--- config.mk ---
export PLATFORM = sky130hd
export DESIGN_NAME = iir_biquad_df2_truncated_core
export DESIGN_NICKNAME = d
export VERILOG_FILES = /design/src/hw/rtl/iirbq_pkg.sv /design/src/hw/rtl/iirbq_ctrl.sv /design/src/hw/rtl/iirbq_dp.sv /design/src/hw/rtl/iir_biquad_df2_truncated_core.sv
export VERILOG_INCLUDE_DIRS = /design/src /design/src/hw/rtl
export SDC_FILE = /design/constraint.sdc
export NUM_CORES = 1
export LEC_CHECK = 0
export ABC_AREA = 1
export ABC_CLOCK_PERIOD_IN_PS = 9200
export BUFFER_PORTS_ARGS = -buffer_cell sky130_fd_sc_hd__buf_2
export CORE_MARGIN = 1.5
export CORE_UTILIZATION = 55
export CTS_CLUSTER_DIAMETER = 50
export DETAILED_ROUTE_END_ITERATION = 10
export GPL_ROUTABILITY_DRIVEN = 1
export PLACE_DENSITY = 0.78
export SETUP_SLACK_MARGIN = 0.15
export SYNTH_ARGS = -nofsm -noshare
export SYNTH_HDL_FRONTEND = slang
export SYNTH_SLANG_ARGS = --single-unit
export TNS_END_PERCENT = 20
--- constraint.sdc ---
create_clock -name clock -period 9.2 [get_ports clock]
set_input_delay 0 -clock clock [delete_from_list [all_inputs] [get_ports clock]]
set_output_delay 0 -clock clock [all_outputs]
set_load 0.03 [all_outputs]
--- src/hw/rtl/assert_macros.svh ---
// assertion macros used by the rtl sequencer
`ifndef ASSERT_MACROS_SVH
`define ASSERT_MACROS_SVH

// same-cycle implication, disabled while reset is high
`define ASSERT_IMPL(label, clk, rst, ante, cons) \
   label: assert property (@(posedge clk) disable iff (rst) (ante) |-> (cons)) \
      else $error("assertion failed");

// next-cycle implication, disabled while reset is high
`define ASSERT_NEXT(label, clk, rst, ante, cons) \
   label: assert property (@(posedge clk) disable iff (rst) (ante) |=> (cons)) \
      else $error("assertion failed");

`endif

--- src/hw/rtl/iirbq_pkg.sv ---
// shared types, constants and a helper function of the biquad filter
`timescale 1ns / 1ps

package iirbq_pkg;

   localparam int DATA_WIDTH = 8;
   localparam int COEF_WIDTH = 8;
   localparam int STATE_WIDTH = 16;
   localparam int OUT_WIDTH = 16;

   // truncated product keeps STATE_WIDTH+1 significant bits
   localparam int PROD_WIDTH = COEF_WIDTH + STATE_WIDTH;
   localparam int QUOT_WIDTH = STATE_WIDTH + 1;
   localparam int MAX_IN_WIDTH = (QUOT_WIDTH > COEF_WIDTH)
      ? ((QUOT_WIDTH > DATA_WIDTH) ? QUOT_WIDTH : DATA_WIDTH)
      : ((COEF_WIDTH > DATA_WIDTH) ? COEF_WIDTH : DATA_WIDTH);
   localparam int ACC_WIDTH = MAX_IN_WIDTH + 3;

   // alignment of input and output between sample and coefficient scales
   localparam int ALIGN_UP = (COEF_WIDTH >= DATA_WIDTH) ? COEF_WIDTH - DATA_WIDTH : 0;
   localparam int ALIGN_DN = (DATA_WIDTH > COEF_WIDTH) ? DATA_WIDTH - COEF_WIDTH : 0;
   localparam int WIDE_WIDTH = ACC_WIDTH + ALIGN_DN;

   localparam int CSR_INDEX_WIDTH = 3;

   typedef enum logic [CSR_INDEX_WIDTH-1:0] {
      CSR_A1 = 3'd0,
      CSR_A2 = 3'd1,
      CSR_B0 = 3'd2,
      CSR_B1 = 3'd3,
      CSR_B2 = 3'd4
   } csr_index_type;

   localparam logic signed [COEF_WIDTH-1:0] A1_RESET = COEF_WIDTH'(-48);
   localparam logic signed [COEF_WIDTH-1:0] A2_RESET = COEF_WIDTH'(25);
   localparam logic signed [COEF_WIDTH-1:0] B0_RESET = COEF_WIDTH'(26);
   localparam logic signed [COEF_WIDTH-1:0] B1_RESET = COEF_WIDTH'(52);
   localparam logic signed [COEF_WIDTH-1:0] B2_RESET = COEF_WIDTH'(26);

   // operand pair fed to the shared multiplier
   typedef enum logic [2:0] {
      MUL_A1_D0,
      MUL_A2_D1,
      MUL_B1_D0,
      MUL_B2_D1,
      MUL_B0_W
   } mul_sel_type;

   // where the registered product goes
   typedef enum logic [1:0] {
      ACC_NONE,
      ACC_FB,
      ACC_FF
   } acc_sel_type;

   typedef struct packed {
      logic        load;
      mul_sel_type mul_sel;
      acc_sel_type acc_sel;
      logic        w_load;
      logic        shift_delay;
      logic        out_load;
   } dp_cmd_type;

   localparam logic signed [WIDE_WIDTH-1:0] SAT_MAX = WIDE_WIDTH'(32767);
   localparam logic signed [WIDE_WIDTH-1:0] SAT_MIN = WIDE_WIDTH'(-32768);

   function automatic logic signed [OUT_WIDTH-1:0] sat16(input logic signed [WIDE_WIDTH-1:0] v);
      logic signed [OUT_WIDTH-1:0] r;
      if (v > SAT_MAX) r = OUT_WIDTH'(SAT_MAX);
      else if (v < SAT_MIN) r = OUT_WIDTH'(SAT_MIN);
      else r = v[OUT_WIDTH-1:0];
      return r;
   endfunction

endpackage

--- src/hw/rtl/iirbq_ctrl.sv ---
// sequencer that steps the shared multiplier through one sample
`timescale 1ns / 1ps
`include "assert_macros.svh"

module iirbq_ctrl (
   input  logic                    clock,
   input  logic                    reset,
   input  logic                    req_tvalid,
   output logic                    req_tready,
   output logic                    rsp_tvalid,
   input  logic                    rsp_tready,
   output iirbq_pkg::dp_cmd_type   cmd
);
   import iirbq_pkg::*;

   typedef enum logic [2:0] {
      ST_IDLE,
      ST_FB1,
      ST_FB2,
      ST_FF1,
      ST_FF2,
      ST_FF3,
      ST_DONE
   } state_type;

   state_type state_ff, state_in;
   logic      rsp_valid_ff, rsp_valid_in;
   logic      accept;
   logic      out_free;

   assign req_tready = (state_ff == ST_IDLE);
   assign rsp_tvalid = rsp_valid_ff;
   assign accept     = req_tvalid && req_tready;
   assign out_free   = !rsp_valid_ff || rsp_tready;

   always_comb begin
      cmd          = '0;
      cmd.mul_sel  = MUL_A1_D0;
      cmd.acc_sel  = ACC_NONE;
      state_in     = state_ff;
      case (state_ff)
         ST_IDLE: begin
            cmd.load = accept;
            if (accept) state_in = ST_FB1;
         end
         ST_FB1: begin
            cmd.acc_sel = ACC_FB;
            cmd.mul_sel = MUL_A2_D1;
            state_in    = ST_FB2;
         end
         ST_FB2: begin
            cmd.acc_sel = ACC_FB;
            cmd.mul_sel = MUL_B1_D0;
            state_in    = ST_FF1;
         end
         ST_FF1: begin
            cmd.acc_sel = ACC_FF;
            cmd.w_load  = 1'b1;
            cmd.mul_sel = MUL_B2_D1;
            state_in    = ST_FF2;
         end
         ST_FF2: begin
            cmd.acc_sel = ACC_FF;
            cmd.mul_sel = MUL_B0_W;
            state_in    = ST_FF3;
         end
         ST_FF3: begin
            cmd.acc_sel     = ACC_FF;
            cmd.shift_delay = 1'b1;
            state_in        = ST_DONE;
         end
         ST_DONE: begin
            cmd.out_load = out_free;
            if (out_free) state_in = ST_IDLE;
         end
         default: state_in = ST_IDLE;
      endcase

      rsp_valid_in = rsp_valid_ff;
      if (cmd.out_load) rsp_valid_in = 1'b1;
      else if (rsp_tready) rsp_valid_in = 1'b0;
   end

   always_ff @(posedge clock) begin
      if (reset) begin
         state_ff     <= ST_IDLE;
         rsp_valid_ff <= 1'b0;
      end else begin
         state_ff     <= state_in;
         rsp_valid_ff <= rsp_valid_in;
      end
   end

   `ASSERT_NEXT(a_accept_starts, clock, reset, accept, state_ff == ST_FB1)
   `ASSERT_IMPL(a_no_overwrite, clock, reset, cmd.out_load, !rsp_valid_ff || rsp_tready)
   `ASSERT_NEXT(a_shift_then_done, clock, reset, cmd.shift_delay, state_ff == ST_DONE)

endmodule

--- src/hw/rtl/iirbq_dp.sv ---
// datapath: coefficients, shared multiplier, accumulators, delay line, output register
`timescale 1ns / 1ps

module iirbq_dp (
   input  logic                                          clock,
   input  logic                                          reset,
   input  iirbq_pkg::dp_cmd_type                         cmd,
   input  logic signed [iirbq_pkg::DATA_WIDTH-1:0]       req_sample,
   input  logic                                          csr_we,
   input  logic [iirbq_pkg::CSR_INDEX_WIDTH-1:0]         csr_index,
   input  logic signed [iirbq_pkg::COEF_WIDTH-1:0]       csr_wdata,
   output logic signed [iirbq_pkg::OUT_WIDTH-1:0]        rsp_sample
);
   import iirbq_pkg::*;

   logic signed [COEF_WIDTH-1:0]  a1_ff, a2_ff, b0_ff, b1_ff, b2_ff;
   logic signed [COEF_WIDTH-1:0]  a1_in, a2_in, b0_in, b1_in, b2_in;
   logic signed [STATE_WIDTH-1:0] d0_ff, d1_ff, w_ff;
   logic signed [STATE_WIDTH-1:0] d0_in, d1_in, w_in;
   logic signed [PROD_WIDTH-1:0]  prod_ff, prod_in;
   logic signed [ACC_WIDTH-1:0]   fb_ff, ff_ff, fb_in, ff_in;
   logic signed [OUT_WIDTH-1:0]   rsp_sample_ff, rsp_sample_in;

   logic signed [COEF_WIDTH-1:0]  coef_opd;
   logic signed [STATE_WIDTH-1:0] data_opd;
   logic signed [PROD_WIDTH-1:0]  quot;
   logic signed [ACC_WIDTH-1:0]   quot_acc;
   logic signed [ACC_WIDTH-1:0]   x_ext, x_aligned;
   logic signed [WIDE_WIDTH-1:0]  y_ext, y_aligned;

   assign rsp_sample = rsp_sample_ff;

   always_comb begin
      // operand select for the one multiplier
      case (cmd.mul_sel)
         MUL_A1_D0: begin coef_opd = a1_ff; data_opd = d0_ff; end
         MUL_A2_D1: begin coef_opd = a2_ff; data_opd = d1_ff; end
         MUL_B1_D0: begin coef_opd = b1_ff; data_opd = d0_ff; end
         MUL_B2_D1: begin coef_opd = b2_ff; data_opd = d1_ff; end
         MUL_B0_W:  begin coef_opd = b0_ff; data_opd = w_ff;  end
         default:   begin coef_opd = a1_ff; data_opd = d0_ff; end
      endcase
      prod_in = PROD_WIDTH'(coef_opd) * PROD_WIDTH'(data_opd);

      // floor truncation of the registered product
      quot     = prod_ff >>> (COEF_WIDTH - 1);
      quot_acc = ACC_WIDTH'(quot);

      x_ext     = ACC_WIDTH'(req_sample);
      x_aligned = (x_ext <<< ALIGN_UP) >>> ALIGN_DN;

      fb_in = fb_ff;
      ff_in = ff_ff;
      if (cmd.load) begin
         fb_in = x_aligned;
         ff_in = '0;
      end else begin
         case (cmd.acc_sel)
            ACC_FB:  fb_in = fb_ff - quot_acc;
            ACC_FF:  ff_in = ff_ff + quot_acc;
            default: ;
         endcase
      end

      w_in = cmd.w_load ? sat16(WIDE_WIDTH'(fb_ff)) : w_ff;

      d0_in = d0_ff;
      d1_in = d1_ff;
      if (cmd.shift_delay) begin
         d1_in = d0_ff;
         d0_in = w_ff;
      end

      y_ext         = WIDE_WIDTH'(ff_ff);
      y_aligned     = (y_ext <<< ALIGN_DN) >>> ALIGN_UP;
      rsp_sample_in = cmd.out_load ? sat16(y_aligned) : rsp_sample_ff;

      a1_in = a1_ff;
      a2_in = a2_ff;
      b0_in = b0_ff;
      b1_in = b1_ff;
      b2_in = b2_ff;
      if (csr_we) begin
         case (csr_index)
            CSR_A1:  a1_in = csr_wdata;
            CSR_A2:  a2_in = csr_wdata;
            CSR_B0:  b0_in = csr_wdata;
            CSR_B1:  b1_in = csr_wdata;
            CSR_B2:  b2_in = csr_wdata;
            default: ;
         endcase
      end
   end

   always_ff @(posedge clock) begin
      if (reset) begin
         a1_ff <= A1_RESET;
         a2_ff <= A2_RESET;
         b0_ff <= B0_RESET;
         b1_ff <= B1_RESET;
         b2_ff <= B2_RESET;
         d0_ff <= '0;
         d1_ff <= '0;
      end else begin
         a1_ff <= a1_in;
         a2_ff <= a2_in;
         b0_ff <= b0_in;
         b1_ff <= b1_in;
         b2_ff <= b2_in;
         d0_ff <= d0_in;
         d1_ff <= d1_in;
      end
   end

   always_ff @(posedge clock) begin
      prod_ff       <= prod_in;
      fb_ff         <= fb_in;
      ff_ff         <= ff_in;
      w_ff          <= w_in;
      rsp_sample_ff <= rsp_sample_in;
   end

endmodule

--- src/hw/rtl/iir_biquad_df2_truncated_core.sv ---
// top level of the second-order direct form ii iir filter with truncated products
`timescale 1ns / 1ps
// a req beat passes ST_FB1 to ST_FF3, then ST_DONE loads the output register when free
// a new sample is taken only when idle: accept, five multiply-accumulate steps, output load
// a finished sample waits in the output register while the next req beat is taken
// reset: synchronous, active high; clears the delay line and restores default coefficients
// coefficient writes take effect at the next clock edge and must happen while idle

module iir_biquad_df2_truncated_core (
   input  logic                                      clock,
   input  logic                                      reset,
   // request stream
   input  logic                                      req_tvalid,
   output logic                                      req_tready,
   input  logic [7:0]                                req_tdata,   // [7:0] sample_in
   // response stream
   output logic                                      rsp_tvalid,
   input  logic                                      rsp_tready,
   output logic [15:0]                               rsp_tdata,   // [15:0] sample_out
   // coefficient write port
   input  logic                                      csr_we,
   input  logic [iirbq_pkg::CSR_INDEX_WIDTH-1:0]     csr_index,
   input  logic [iirbq_pkg::COEF_WIDTH-1:0]          csr_wdata
);
   import iirbq_pkg::*;

   // command bundle from the sequencer to the datapath
   dp_cmd_type                  cmd;
   logic signed [OUT_WIDTH-1:0] rsp_sample;

   iirbq_ctrl u_ctrl (
      .clock      (clock),
      .reset      (reset),
      .req_tvalid (req_tvalid),
      .req_tready (req_tready),
      .rsp_tvalid (rsp_tvalid),
      .rsp_tready (rsp_tready),
      .cmd        (cmd)
   );

   // sample fills tdata exactly, so no padding bits are dropped
   iirbq_dp u_dp (
      .clock      (clock),
      .reset      (reset),
      .cmd        (cmd),
      .req_sample (signed'(req_tdata[DATA_WIDTH-1:0])),
      .csr_we     (csr_we),
      .csr_index  (csr_index),
      .csr_wdata  (signed'(csr_wdata)),
      .rsp_sample (rsp_sample)
   );

   assign rsp_tdata = rsp_sample;

endmodule

==> flow_summary.yaml <==
synthesis:
  synth_flop_cell: "dfxtp_1"
  synth_warnings: 0
  syn_area_um2: 13600
  async_reset_ff_frac: 0
  synth-edff-count: 52
  syn_nets: 2016
  yosys-top-cells-area: "dfxtp_1 17%, fa_1 15%, edfxtp_1 12%"
  synth_cells: 1808
  synth_top_family_by_area: "adder cells"
  synth_adder_area_share: 0.227
  synth_top_area_share: 0.167
  ys_seq_area_frac: 0.282
  ys_ff_latch: 165
  ys_types: 56
  synthSimpleGateAreaFrac: 0.225
  synth_xor_area_frac: 0.0168
  synth.avg_cell_area_um2: 7.50
  synth_top_area_cell: "dfxtp_1"
  synth_compound_area_frac: 0.129
  synthMuxAreaShare: 0
clock_network:
  post_cts_resized: 0
  worstSkewPairLatency_ps: 440
  cts_tree: "yes"
  path_clk_slew_ps: 80
  cts-htree-levels: 4
  post_cts_buffers: 0
  clk_path_buf_depth: 2
  numCtsBuffers: 17
  clock-sinks: 165
  cts_hold_buf: 19
  root_buffer: "clkbuf_16"
floorplan:
  fp.dieH_um: 160
  rows: 57
  initial_utilization: 0.559
  ios: 42
  die-area_um2: 25600
  core-area_um2: 24200
  die_w_um: 160
power_and_ir_drop:
  power_mw: 5.07
  ir_drop_mv: 0.224
  p_int_mw: 2.47
  p_clk_frac: 0.148
  leakagePower_nw: 7.32
  switching_share: 0.512
  power.density_nw_per_um2: 343
  p_sw_mw: 2.59
  seq_power_share: 0.215
  comb_power_share: 0.637
grt:
  grt_overflow_total: 0
  grt_busiest_layer: "met2"
  grt_use_met1: 0.360
  grt_max_degree: 70
  grt_first_pass_wirelength_mm: 57.0
  grt_pass1_vias: 11687
  met3_usage: 0.0377
  grt.met2_usage: 0.473
  antenna_found_initial: 0
  grtUsageTotal: 0.276
sta:
  finalSetupViolations: 0
  drv_slew: 0
  clock.fmax_mhz: 165
  rsz0062_at_grt: "false"
  tightest_slew_ps: 1160
  relSlewSlack: 0.218
  finalHoldWorstSlack_ps: 12.1
  fin_setup_tns_ps: 0
  period_share: 0.658
  fin_skew_ps: 13.9
  hold_viol_final: 0
  min_period_ps: 6050
worst_setup_path:
  cp-start-kind: "register"
  critPathMaxFanout: 30
  endpoint_kind: "register"
  critPathRequiredTime_ps: 9520
  path_class: "register to register"
  ff2ff_setup_slack_ps: 3150
  arrival_ps: 6370
drt:
  routedWlPerCell_um: 15.6
  drt-pass1-iter-count: 5
  post-route-drc-count: 0
  wirelength_mm: 34.2
  drtIter0Drc: 805
  ant_nets: 0
  vias: 11868
  via_per_inst: 5.42
final_layout:
  area_growth_pct: 8.94
  multi_input_comb_area_um2: 8120
  antenna_cells: 0
  fillers: 2163
  drive_gt1_frac: 0.0729
  final-seq-area_um2: 3820
  layout.nets: 2060
hold_path:
  hp-class: "input pin to register"
placed_design:
  portBuffers: 41
  place_hpwl_mm: 25.9
  gp_congestion: 0.951
run_status:
  status: "finished, final reports clean"
job:
  drv_cap: 0
==> logic make-up (layout without fill, tap and decap cells) <==
family                   Yosys count  after routing
flip-flops                       165            165
XOR/XNOR                          26             26
buffers and inverters            397            454
AO/OA/AOI/OAI                    293            293
AND/OR/NAND/NOR                  743            743
adder cells (fa/ha/maj)          184            184
==> placed cells by master, fill, tap and decap left out, types with 13 or more instances in the layout <==
cell type,n
clkbuf_16,18
nand3_1,75
nor3_1,15
dlygate4sd3_1,19
inv_1,334
nor2_1,274
nand4_1,13
edfxtp_1,52
ha_1,81
buf_2,41
nand2_1,342
fa_1,103
xor2_1,18
o21ai_0,107
dfxtp_1,113
inv_2,16
a21oi_1,114
==> metal layers <==
layer	wire, um	part of all wire
met2	16500	0.48
met5	0	0
met1	15100	0.44
met3	1810	0.053
met4	738	0.022
==> area by class of cell <==
type                    instances  share of cell area
well taps                     324              0.0275
flip-flops and latches        165               0.259
clock inverters                14              0.0119
inverters                     354              0.0903
multi-input cells            1246               0.550
clock buffers                  18              0.0305
repair buffers                 68              0.0308
==> final timing paths <==
check | start | end | cells after the start
hold reg to reg | u_dp.d1_ff[10]$_SDFFE_PP0P_ | u_dp.d1_ff[10]$_SDFFE_PP0P_ | 2
setup / recovery | u_ctrl.state_ff[0]$_SDFFE_PP0P_ | u_dp.prod_ff[18]$_DFF_P_ | 24
hold / removal | csr_index[0] | u_dp.b0_ff[1]$_SDFFE_PP1P_ | 4
setup reg to reg | u_ctrl.state_ff[0]$_SDFFE_PP0P_ | u_dp.prod_ff[18]$_DFF_P_ | 24
==> critical path: stages, from the launching register on <==
cell and delay [ps]:
dfxtp_1 560, nand2_4 160, nand2_4 380, inv_2 80, nand2_1 90, inv_2 90, nand2_1 70, nor3b_4 600
or2_1 210, fa_1 440, fa_1 510, inv_1 50, fa_1 540, inv_1 80, fa_1 540, inv_1 50
ha_1 360, a21oi_1 220, o21bai_1 110, nand2_1 70, nand2_1 50, a21oi_1 380, o21ai_0 150, nand2_1 80
nand2_1 60
==> power groups by stage <==
| stage | clock (mW) | combinational (mW) | sequential, mW |
|---|---|---|---|
| final | 0.749 | 3.23 | 1.09 |
| after global routing | 0.778 | 3.67 | 1.10 |
| after CTS | 0.755 | 3.18 | 1.08 |
| after detailed placement | 0 | 3.12 | 1.10 |
| after global placement | 0 | 3.06 | 1.10 |
| after floorplan | 0 | 2.42 | 1.04 |
==> synthesized netlist by cell type, types with 3 or more instances <==
master / instances
a21o_1: 5
a21oi_1: 114
a221oi_2: 5
a31oi_1: 4
a31oi_2: 6
a31oi_4: 3
buf_2: 9
buf_4: 5
buf_6: 10
clkbuf_1: 17
dfxtp_1: 113
edfxtp_1: 52
fa_1: 103
ha_1: 81
inv_1: 334
inv_2: 16
nand2_1: 342
nand3_1: 75
nand3b_1: 5
nand4_1: 13
nor2_1: 274
nor2_2: 3
nor3_1: 16
o211ai_1: 10
o21a_1: 5
o21ai_0: 107
o21ai_1: 7
o21ai_2: 5
o21bai_1: 11
xnor2_1: 8
xor2_1: 18
==> sequential cells by signal (all words and copies together) (netlist names) <==
name / count
u_dp.prod_ff: 17
u_dp.b2_ff: 8
u_dp.d1_ff: 16
u_ctrl.rsp_tvalid: 1
u_dp.a2_ff: 8
u_dp.fb_ff: 20
u_dp.rsp_sample: 16
u_dp.ff_ff: 20
u_dp.b1_ff: 8
u_dp.b0_ff: 8
u_dp.a1_ff: 8
u_dp.w_ff: 16
u_ctrl.state_ff: 3
u_dp.d0_ff: 16
==> stage by stage <==
step | util | area [um2] | setup slack (ps) | cells
floorplan | - | 13600 | 4220 | 1808
global route | 0.609 | 14800 | 2800 | 2189
detailed placement | 0.575 | 13900 | 3250 | 2138
global placement | 0.575 | 13900 | 3450 | 2138
CTS | 0.609 | 14800 | 3220 | 2189
finish | 0.609 | 14800 | 3150 | 2189
Power figures use the tool's default switching activity.
